## src/hdl/cts_pkg.sv

```systemverilog
// shared types, constants and lookup functions for the c token scanner
package cts_pkg;

    localparam int MAX_IDENT = 32;
    localparam int POS_BITS  = 24;
    localparam int PREFIX_N  = 8;

    localparam logic [4:0] KIND_NUM     = 5'd0;
    localparam logic [4:0] KIND_IDENT   = 5'd1;
    localparam logic [4:0] KIND_KEYWORD = 5'd2;
    localparam logic [4:0] KIND_SEMI    = 5'd25;
    localparam logic [4:0] KIND_BAD     = 5'd26;
    localparam logic [4:0] KIND_NONE    = 5'd0;

    typedef enum logic [1:0] {
        ST_IDLE  = 2'd0,
        ST_NUM   = 2'd1,
        ST_IDENT = 2'd2,
        ST_OP    = 2'd3
    } scan_state_t;

    typedef struct packed {
        logic [4:0]          kind;
        logic [POS_BITS-1:0] index;
        logic [POS_BITS-1:0] start;
        logic [5:0]          length;
        logic [63:0]         value;
        logic [4:0]          kw;
        logic [7:0]          bad;
        logic                ovf;
        logic                last;
    } token_t;

    function automatic logic is_digit(input logic [7:0] c);
        return (c >= "0") && (c <= "9");
    endfunction

    function automatic logic is_ident_char(input logic [7:0] c);
        return is_digit(c) || ((c >= "a") && (c <= "z")) || ((c >= "A") && (c <= "Z"))
            || (c == "_") || (c == "$");
    endfunction

    function automatic logic is_space(input logic [7:0] c);
        return (c == " ") || ((c >= 8'd9) && (c <= 8'd13));
    endfunction

    function automatic logic [4:0] single_kind(input logic [7:0] p);
        logic [4:0] k;
        case (p)
            "+":     k = 5'd3;
            "-":     k = 5'd6;
            "*":     k = 5'd9;
            "/":     k = 5'd11;
            "%":     k = 5'd13;
            "=":     k = 5'd15;
            "!":     k = 5'd17;
            "&":     k = 5'd19;
            "|":     k = 5'd22;
            default: k = KIND_NONE;
        endcase
        return k;
    endfunction

    function automatic logic [4:0] pair_kind(input logic [7:0] p, input logic [7:0] c);
        logic [4:0] base;
        logic       doubles;
        logic [4:0] k;
        base    = single_kind(p);
        doubles = (p == "+") || (p == "-") || (p == "&") || (p == "|");
        k       = KIND_NONE;
        if (base != KIND_NONE) begin
            if (c == "=") begin
                k = doubles ? base + 5'd2 : base + 5'd1;
            end else if ((c == p) && doubles) begin
                k = base + 5'd1;
            end
        end
        return k;
    endfunction

    // keyword text, first character in the top byte, zero padded
    function automatic logic [63:0] kw_text(input logic [4:0] i);
        logic [63:0] t;
        logic [3:0]  n;
        case (i)
            5'd0:    begin t = 64'("auto");     n = 4'd4; end
            5'd1:    begin t = 64'("break");    n = 4'd5; end
            5'd2:    begin t = 64'("case");     n = 4'd4; end
            5'd3:    begin t = 64'("char");     n = 4'd4; end
            5'd4:    begin t = 64'("const");    n = 4'd5; end
            5'd5:    begin t = 64'("continue"); n = 4'd8; end
            5'd6:    begin t = 64'("default");  n = 4'd7; end
            5'd7:    begin t = 64'("do");       n = 4'd2; end
            5'd8:    begin t = 64'("double");   n = 4'd6; end
            5'd9:    begin t = 64'("else");     n = 4'd4; end
            5'd10:   begin t = 64'("enum");     n = 4'd4; end
            5'd11:   begin t = 64'("extern");   n = 4'd6; end
            5'd12:   begin t = 64'("float");    n = 4'd5; end
            5'd13:   begin t = 64'("for");      n = 4'd3; end
            5'd14:   begin t = 64'("goto");     n = 4'd4; end
            5'd15:   begin t = 64'("if");       n = 4'd2; end
            5'd16:   begin t = 64'("int");      n = 4'd3; end
            5'd17:   begin t = 64'("long");     n = 4'd4; end
            5'd18:   begin t = 64'("register"); n = 4'd8; end
            5'd19:   begin t = 64'("return");   n = 4'd6; end
            5'd20:   begin t = 64'("short");    n = 4'd5; end
            5'd21:   begin t = 64'("signed");   n = 4'd6; end
            5'd22:   begin t = 64'("sizeof");   n = 4'd6; end
            5'd23:   begin t = 64'("static");   n = 4'd6; end
            5'd24:   begin t = 64'("struct");   n = 4'd6; end
            5'd25:   begin t = 64'("switch");   n = 4'd6; end
            5'd26:   begin t = 64'("typedef");  n = 4'd7; end
            5'd27:   begin t = 64'("union");    n = 4'd5; end
            5'd28:   begin t = 64'("unsigned"); n = 4'd8; end
            5'd29:   begin t = 64'("void");     n = 4'd4; end
            5'd30:   begin t = 64'("volatile"); n = 4'd8; end
            default: begin t = 64'("while");    n = 4'd5; end
        endcase
        return t << (7'(4'd8 - n) * 7'd8);
    endfunction

    function automatic logic [3:0] kw_len(input logic [4:0] i);
        logic [63:0] t;
        logic [3:0]  n;
        t = kw_text(i);
        n = 4'd0;
        for (int k = 0; k < PREFIX_N; k++) begin
            if (t[63-8*k -: 8] != 8'd0) begin
                n = 4'(k + 1);
            end
        end
        return n;
    endfunction

endpackage

```

## src/hdl/cts_core.sv

```systemverilog
// scanner state registers and the one-character step producing up to two tokens
module cts_core (
    input  logic            clk,
    input  logic            rst_n,
    input  logic            step,
    input  logic [7:0]      in_char,
    input  logic            end_of_input,
    output cts_pkg::token_t tok0,
    output cts_pkg::token_t tok1,
    output logic [1:0]      tok_count
);
    import cts_pkg::*;

    scan_state_t         st_reg, st_next;
    logic [7:0]          pop_reg, pop_next;
    logic [63:0]         acc_reg, acc_next;
    logic [7:0]          prefix_reg [PREFIX_N], prefix_next [PREFIX_N];
    logic [5:0]          len_reg, len_next;
    logic                ovf_reg, ovf_next;
    logic [POS_BITS-1:0] start_reg, start_next;
    logic [POS_BITS-1:0] tcnt_reg, tcnt_next;
    logic [POS_BITS-1:0] ccnt_reg, ccnt_next;

    function automatic token_t pend_tok(
        input scan_state_t         st,
        input logic [7:0]          pop,
        input logic [63:0]         acc,
        input logic [63:0]         pv,
        input logic [5:0]          len,
        input logic                ovf,
        input logic [POS_BITS-1:0] start
    );
        token_t t;
        t       = '0;
        t.start = start;
        case (st)
            ST_NUM:
            begin
                t.kind   = KIND_NUM;
                t.length = len;
                t.value  = acc;
                t.ovf    = ovf;
            end
            ST_IDENT:
            begin
                t.kind   = KIND_IDENT;
                t.length = len;
                t.ovf    = ovf;
                if ((len <= 6'd8) && !ovf) begin
                    for (int i = 31; i >= 0; i--) begin
                        if ((6'(kw_len(5'(i))) == len) && (kw_text(5'(i)) == pv)) begin
                            t.kind = KIND_KEYWORD;
                            t.kw   = 5'(i);
                        end
                    end
                end
            end
            ST_OP:
            begin
                t.kind   = single_kind(pop);
                t.length = 6'd1;
            end
            default:
            begin
                t = '0;
            end
        endcase
        return t;
    endfunction

    logic [67:0]  prod;
    logic [63:0]  pv_cur, pv_new;
    logic [4:0]   pk;
    logic         consumed;
    logic         e1, e2, e3;
    token_t       t1, t2, t3;
    token_t       s0, s1;
    logic [7:0]   dval;

    always_comb
    begin
        st_next     = st_reg;
        pop_next    = pop_reg;
        acc_next    = acc_reg;
        prefix_next = prefix_reg;
        len_next    = len_reg;
        ovf_next    = ovf_reg;
        start_next  = start_reg;
        consumed    = 1'b0;
        e1          = 1'b0;
        e2          = 1'b0;
        t2          = '0;
        dval        = in_char - 8'd48;
        prod        = ({4'd0, acc_reg} << 3) + ({4'd0, acc_reg} << 1) + 68'(dval);
        pk          = pair_kind(pop_reg, in_char);

        for (int k = 0; k < PREFIX_N; k++) begin
            pv_cur[63-8*k -: 8] = prefix_reg[k];
        end
        t1 = pend_tok(st_reg, pop_reg, acc_reg, pv_cur, len_reg, ovf_reg, start_reg);

        case (st_reg)
            ST_OP:
            begin
                e1 = 1'b1;
                st_next = ST_IDLE;
                if (pk != KIND_NONE) begin
                    t1.kind   = pk;
                    t1.length = 6'd2;
                    consumed  = 1'b1;
                end
            end
            ST_NUM:
            begin
                if (is_digit(in_char)) begin
                    consumed = 1'b1;
                    if (prod[67:64] != 4'd0) begin
                        acc_next = '1;
                        ovf_next = 1'b1;
                    end else begin
                        acc_next = prod[63:0];
                    end
                    if (len_reg != 6'd63) begin
                        len_next = len_reg + 6'd1;
                    end
                end else begin
                    e1 = 1'b1;
                    st_next = ST_IDLE;
                end
            end
            ST_IDENT:
            begin
                if (is_ident_char(in_char)) begin
                    consumed = 1'b1;
                    if (len_reg < 6'd8) begin
                        prefix_next[len_reg[2:0]] = in_char;
                    end
                    if (len_reg >= 6'(MAX_IDENT)) begin
                        ovf_next = 1'b1;
                    end
                    if (len_reg != 6'd63) begin
                        len_next = len_reg + 6'd1;
                    end
                end else begin
                    e1 = 1'b1;
                    st_next = ST_IDLE;
                end
            end
            default:
            begin
                e1 = 1'b0;
            end
        endcase

        if (!consumed && !is_space(in_char)) begin
            if (is_digit(in_char) || is_ident_char(in_char) ||
                (single_kind(in_char) != KIND_NONE)) begin
                start_next = ccnt_reg;
                acc_next   = '0;
                len_next   = 6'd0;
                ovf_next   = 1'b0;
                for (int k = 0; k < PREFIX_N; k++) begin
                    prefix_next[k] = 8'd0;
                end
                if (is_digit(in_char)) begin
                    st_next  = ST_NUM;
                    acc_next = 64'(dval);
                    len_next = 6'd1;
                end else if (is_ident_char(in_char)) begin
                    st_next        = ST_IDENT;
                    prefix_next[0] = in_char;
                    len_next       = 6'd1;
                end else begin
                    st_next  = ST_OP;
                    pop_next = in_char;
                end
            end else begin
                e2        = 1'b1;
                t2.start  = ccnt_reg;
                t2.length = 6'd1;
                if (in_char == ";") begin
                    t2.kind = KIND_SEMI;
                end else begin
                    t2.kind = KIND_BAD;
                    t2.bad  = in_char;
                end
            end
        end

        for (int k = 0; k < PREFIX_N; k++) begin
            pv_new[63-8*k -: 8] = prefix_next[k];
        end
        t3 = pend_tok(st_next, pop_next, acc_next, pv_new, len_next, ovf_next, start_next);
        e3 = end_of_input && (st_next != ST_IDLE);
        if (end_of_input) begin
            st_next = ST_IDLE;
        end

        s0 = e1 ? t1 : (e2 ? t2 : t3);
        s1 = (e1 && e2) ? t2 : t3;
        tok_count = 2'(e1) + 2'(e2) + 2'(e3);
        if (tok_count > 2'd2) begin
            tok_count = 2'd2;
        end
        s0.index = tcnt_reg;
        s1.index = tcnt_reg + POS_BITS'(1);
        s0.last  = (tok_count == 2'd1);
        s1.last  = 1'b1;
        tok0     = s0;
        tok1     = s1;

        tcnt_next = tcnt_reg + POS_BITS'(tok_count);
        ccnt_next = ccnt_reg + POS_BITS'(1);
    end

    always_ff @(posedge clk or negedge rst_n)
    begin
        if (!rst_n) begin
            st_reg    <= ST_IDLE;
            pop_reg   <= 8'd0;
            acc_reg   <= '0;
            len_reg   <= 6'd0;
            ovf_reg   <= 1'b0;
            start_reg <= '0;
            tcnt_reg  <= '0;
            ccnt_reg  <= '0;
            for (int k = 0; k < PREFIX_N; k++) begin
                prefix_reg[k] <= 8'd0;
            end
        end else if (step) begin
            st_reg     <= st_next;
            pop_reg    <= pop_next;
            acc_reg    <= acc_next;
            len_reg    <= len_next;
            ovf_reg    <= ovf_next;
            start_reg  <= start_next;
            tcnt_reg   <= tcnt_next;
            ccnt_reg   <= ccnt_next;
            prefix_reg <= prefix_next;
        end
    end

endmodule

```

## src/hdl/cts_fifo.sv

```systemverilog
// four-entry token queue: takes up to two tokens, gives one per cycle on pop when not empty
module cts_fifo (
    input  logic            clk,
    input  logic            rst_n,
    input  logic [1:0]      push_count,
    input  cts_pkg::token_t push0,
    input  cts_pkg::token_t push1,
    input  logic            pop,
    output logic            has_room,
    output logic            not_empty,
    output cts_pkg::token_t head
);
    import cts_pkg::*;

    token_t     mem_reg [4];
    logic [1:0] wr_reg, wr_next;
    logic [1:0] rd_reg, rd_next;
    logic [2:0] cnt_reg, cnt_next;

    assign not_empty = (cnt_reg != 3'd0);
    assign has_room  = (cnt_reg <= 3'd2);
    assign head      = mem_reg[rd_reg];

    always_comb
    begin
        wr_next  = wr_reg + push_count;
        rd_next  = rd_reg + 2'(pop && not_empty);
        cnt_next = cnt_reg + 3'(push_count) - 3'(pop && not_empty);
    end

    always_ff @(posedge clk)
    begin
        if (push_count != 2'd0) begin
            mem_reg[wr_reg] <= push0;
        end
        if (push_count == 2'd2) begin
            mem_reg[wr_reg + 2'd1] <= push1;
        end
    end

    always_ff @(posedge clk or negedge rst_n)
    begin
        if (!rst_n) begin
            wr_reg  <= 2'd0;
            rd_reg  <= 2'd0;
            cnt_reg <= 3'd0;
        end else begin
            wr_reg  <= wr_next;
            rd_reg  <= rd_next;
            cnt_reg <= cnt_next;
        end
    end

endmodule

```

## src/hdl/c_token_scanner.sv

```systemverilog
// top level of the c token scanner: input register, scan step and token queue
//
// channel  | handshake            | payload
// input    | in_valid / in_ready  | in_char, end_of_input
// output   | out_valid / out_ready| token_kind .. last_in_run
//
// one character per cycle unless stalled; every token is registered in the queue
// a character waits in the input register until the queue has room for two tokens
// reset clears scan state and counters; the queue starts empty
// a stalled output holds tokens in the queue and then the input register
module c_token_scanner (
    input  logic        clk,
    input  logic        rst_n,
    input  logic        in_valid,
    output logic        in_ready,
    input  logic [7:0]  in_char,
    input  logic        end_of_input,
    output logic        out_valid,
    input  logic        out_ready,
    output logic [4:0]  token_kind,
    output logic [23:0] token_index,
    output logic [23:0] start_offset,
    output logic [5:0]  token_length,
    output logic [63:0] number_value,
    output logic [4:0]  keyword_index,
    output logic [7:0]  bad_char,
    output logic        overflow,
    output logic        last_in_run
);
    import cts_pkg::*;

    logic       hold_valid_reg, hold_valid_next;
    logic [7:0] char_reg;
    logic       eoi_reg;
    logic       step;
    logic       room;
    logic [1:0] n_tok;
    token_t     tok0, tok1, head;

    assign step     = hold_valid_reg && room;
    assign in_ready = !hold_valid_reg || step;

    always_comb
    begin
        hold_valid_next = hold_valid_reg;
        if (in_valid && in_ready) begin
            hold_valid_next = 1'b1;
        end else if (step) begin
            hold_valid_next = 1'b0;
        end
    end

    always_ff @(posedge clk or negedge rst_n)
    begin
        if (!rst_n) begin
            hold_valid_reg <= 1'b0;
        end else begin
            hold_valid_reg <= hold_valid_next;
        end
    end

    always_ff @(posedge clk)
    begin
        if (in_valid && in_ready) begin
            char_reg <= in_char;
            eoi_reg  <= end_of_input;
        end
    end

    cts_core u_core (
        .clk          (clk),
        .rst_n        (rst_n),
        .step         (step),
        .in_char      (char_reg),
        .end_of_input (eoi_reg),
        .tok0         (tok0),
        .tok1         (tok1),
        .tok_count    (n_tok)
    );

    cts_fifo u_fifo (
        .clk        (clk),
        .rst_n      (rst_n),
        .push_count (step ? n_tok : 2'd0),
        .push0      (tok0),
        .push1      (tok1),
        .pop        (out_ready),
        .has_room   (room),
        .not_empty  (out_valid),
        .head       (head)
    );

    assign token_kind    = head.kind;
    assign token_index   = head.index;
    assign start_offset  = head.start;
    assign token_length  = head.length;
    assign number_value  = head.value;
    assign keyword_index = head.kw;
    assign bad_char      = head.bad;
    assign overflow      = head.ovf;
    assign last_in_run   = head.last;

endmodule

```

## config.mk

```make
export PLATFORM = sky130hd
export DESIGN_NAME = c_token_scanner
export DESIGN_NICKNAME = d
export VERILOG_FILES = /design/src/hdl/cts_pkg.sv /design/src/hdl/cts_core.sv /design/src/hdl/cts_fifo.sv /design/src/hdl/c_token_scanner.sv
export SDC_FILE = /design/constraint.sdc
export NUM_CORES = 2
export LEC_CHECK = 0
export ABC_AREA = 1
export BUFFER_PORTS_ARGS = -buffer_cell sky130_fd_sc_hd__buf_2
export CORE_ASPECT_RATIO = 1.75
export CORE_MARGIN = 2
export CORE_UTILIZATION = 30
export DETAILED_ROUTE_END_ITERATION = 12
export HOLD_SLACK_MARGIN = 0.02
export PLACE_DENSITY_LB_ADDON = 0.12
export SLEW_MARGIN = 40
export SYNTH_ARGS = -nofsm -noshare
export SYNTH_HDL_FRONTEND = slang
export SYNTH_SLANG_ARGS = --single-unit
```

## constraint.sdc

```tcl
create_clock -name clk -period 13.1 [get_ports clk]
set_input_delay 1.31 -clock clk [delete_from_list [all_inputs] [get_ports clk]]
set_output_delay 1.31 -clock clk [all_outputs]
set_load 0.01 [all_outputs]
```

==> run_results.csv <==
group,metric,value,unit
route,firstDrtPassIters,6,
global_routing,antenna_found_initial,4,
synth,synth_fa_ha_area_share,4.25,%
cells_and_area,mostFrequentLayoutCells,"nand2_1 (899), nor2_1 (783), o22ai_1 (673)",
setup_path,cp.arrival,8.95,ns
power,switching_power,6190,uW
die,num_rows,196,
die,fp.dieW,309,um
route,vias_per_cell,5.65,
route,wire_per_inst,26.8,um
synth,netlist_area,49000,um^2
setup_path,crit_fanout,62,
place,gp_congestion,1.01,
cells_and_area,final_common_cell,"nand2_1",
clock_tree,clock-sinks,786,
route,drc_errors,0,
global_routing,gr-usage-all-layers,25.4,%
timing,final_max_slew_viol_count,0,
clock_tree,path_clk_slew,0.06,ns
global_routing,grt_first_pass_wirelength,313000,um
setup_path,r2r_slack,4.46,ns
clock_tree,clockBufferDepth,3,
cells_and_area,area_growth,11.7,%
synth,ys.flop_type,"edfxtp_1",
place,port_buffers,152,
die,ioPinCount,153,
power,pwr_density_cell,228,nW/um^2
place,dp_hpwl,152000,um
hold_path,hold_start,"u_fifo.mem_reg[1][0]$_SDFFE_PP1P_",
setup_path,cp.required,13.41,ns
global_routing,grt_max_degree,170,
timing,finalCritPeriodShare,65.9,%
power,ir_worst_vdd,0.143,mV
hold_path,holdPathEnd,"u_fifo.mem_reg[1][0]$_SDFFE_PP1P_",
setup_path,regToRegEndpoint,"u_fifo.mem_reg[0][90]$_DFFE_PP_",
power,switching_share,49.6,%
synth,synth_mux_area_share,0,%
synth,synth_edf_count,557,
timing,fin_tns_setup,0,ns
synth,synth.distinct_cells,77,
hold_path,whs_path_depth,2,
cells_and_area,nNetsFinal,6041,
synth,ys_warn_count,0,
timing,min_period,8.64,ns
setup_path,endpoint_kind,"register",
timing,relSlewSlack,36.1,%
clock_tree,root_buffer,"clkbuf_16",
synth,synth_top_family_by_area,"compound AO/OA/AOI/OAI gates",
timing,hold_viol,0,
timing,finalClockSkew,0.0583,ns
outcome,status,"finished clean",
synth,synth-simple-area-share,19.7,%
global_routing,grt_overflow,0,
clock_tree,cts_tree,"yes",
route,ant_nets,0,
synth,synthArstFlopShare,28.6,%
hold_path,hp-class,"register to register",
synth,syn_avg_cell_area,8.29,um^2
power,p_leak,0.0203,uW
synth,synth-compound-area-share,21.0,%
clock_tree,post_cts_buffers,0,
synth,synthXorXnorAreaFrac,2.47,%
cells_and_area,largest_reg_flops,552,
timing,fmax,0.116,GHz
die,fp.dieH,538,um
die,design.core.area,163000,um^2
clock_tree,cts_resized,0,
setup_path,startpoint_type,"register",
power,clkPwrFrac,19.7,%
setup_path,r2r-start,"char_reg[5]$_DFFE_PP_",
clock_tree,cts_inserted_buffers,82,
cells_and_area,drive_gt1_share,8.31,%
global_routing,grt_pass1_vias,44964,
synth,seq_area_frac_synth,45.8,%
route,vias,45872,
die,die_area,167000,um^2
power,combPwrFrac,49.2,%
power,p_int,6290,uW
route,drt_iter0_drc,3993,
timing,worst_pin_slew,0.949,ns
flow_run,cap_viol_max_count,0,
timing,grt_setup_unrepaired,"false",
power,p_seq_share,31.1,%
clock_tree,clock_latency,0.70,ns
timing,setup_violations,0,
synth,synth-seq-cells,786,
setup_path,r2r_cells,24,
clock_tree,cts_hold_buf,0,
synth,postSynthCellCount,5904,
synth,synth_nets,6078,
route,finalWirelength,218000,um
cells_and_area,fin_util,33.6,%
die,start_util,30.1,%
clock_tree,h-tree-depth,3,
setup_path,crit_type,"register to register",
worst max path at each step:
stage                                   from                          endpoint
2_1_floorplan  u_core.pop_reg[2]$_DFFE_PN0P_  u_fifo.mem_reg[0][100]$_DFFE_PP_
3_3_place_gp           char_reg[1]$_DFFE_PP_   u_fifo.mem_reg[2][54]$_DFFE_PP_
3_5_place_dp           char_reg[2]$_DFFE_PP_   u_fifo.mem_reg[0][10]$_DFFE_PP_
4_1_cts                char_reg[2]$_DFFE_PP_   u_fifo.mem_reg[0][81]$_DFFE_PP_
5_1_grt                char_reg[2]$_DFFE_PP_   u_fifo.mem_reg[0][81]$_DFFE_PP_
6_report               char_reg[5]$_DFFE_PP_   u_fifo.mem_reg[0][90]$_DFFE_PP_
power groups by stage:
| stage | Sequential (uW) | Clock [uW] | Combinational [uW] |
|---|---|---|---|
| 6_report | 3880 | 2460 | 6140 |
| 5_1_grt | 3940 | 2580 | 6640 |
| 4_1_cts | 3870 | 2500 | 6140 |
| 3_5_place_dp | 3920 | 0 | 6130 |
| 3_3_place_gp | 3920 | 0 | 6080 |
| 2_1_floorplan | 3790 | 0 | 3630 |
routing by layer:
| metal | routed length [um] | track usage, % | up-vias | share of wire [%] |
|---|---|---|---|---|
| li1 | - | - | 21092 | - |
| met5 | 10 | 0 | - | 0.0046 |
| met1 | 83600 | 29.8 | 22674 | 38 |
| met4 | 12200 | 12.9 | 2 | 5.6 |
| met2 | 110000 | 44.9 | 1680 | 50 |
| met3 | 12000 | 3.18 | 424 | 5.5 |
cell families after synthesis:
group,after synthesis
flip-flops,786
AO/OA/AOI/OAI,1723
buffers and inverters,856
AND/OR/NAND/NOR,2240
XOR/XNOR,138
adder cells (fa/ha/maj),161
critical path, cell delays in order (launching register included):
cell,delay (ns)
edfxtp_1,0.92
inv_2,0.39
ha_1,0.32
nand3_1,0.08
o21ai_0,0.14
nor2_4,0.23
nand3_4,0.29
a21oi_4,0.27
nand2_1,0.09
nand2_2,0.22
nand3_4,0.36
inv_2,0.30
buf_4,0.43
o21ai_0,0.27
ha_1,0.26
buf_4,0.23
inv_1,0.11
nand2_1,0.08
fa_1,0.45
nor2_1,0.35
inv_1,0.14
nor2_1,0.40
inv_6,0.37
nand2_4,0.70
buf_4,0.67
stage by stage:
stage	hold slack, ns	instances	setup WS [ns]	area, um^2	power (uW)
3_3_place_gp	0.438	7955	4.65	51700	10000
3_5_place_dp	0.442	7957	4.48	51800	10100
4_1_cts	0.457	8110	4.44	54600	12500
6_report	0.457	8115	4.46	54700	12500
5_1_grt	0.480	8115	3.84	54700	13200
2_1_floorplan	0.424	5904	4.37	49000	7430
cell usage after synthesis (all sizes together) (5+ instances only):
cell	instances	share of area, %
a21boi	10	0.15
a21oi	140	1.5
a22oi	60	0.92
a31oi	23	0.29
and3	6	0.077
buf	47	0.65
clkbuf	302	2.3
clkinv	7	0.054
dfrtp	225	11
edfxtp	557	34
fa	9	0.37
ha	152	3.9
inv	500	3.8
nand2	926	7.2
nand3	213	2.3
nand3b	11	0.17
nand4	93	1.2
nor2	807	6.4
nor3	108	1.3
nor3b	5	0.077
nor4	58	0.74
o211ai	8	0.12
o21a	17	0.26
o21ai	663	6.8
o21bai	11	0.17
o221ai	69	1.2
o22ai	673	8.6
o31ai	11	0.19
o41ai	7	0.13
or2	5	0.064
xnor2	26	0.47
xor2	112	2.0
area by class of cell:
type	instances	area, um^2
clock buffers	120	2340
well taps	2178	2730
fillers	17174	108000
repair buffers	228	1520
flip-flops and latches	786	22400
inverters	507	1950
diodes	1	2.50
multi-input cells	4262	23300
clock inverters	33	383
(Power assumes the default switching activity.)
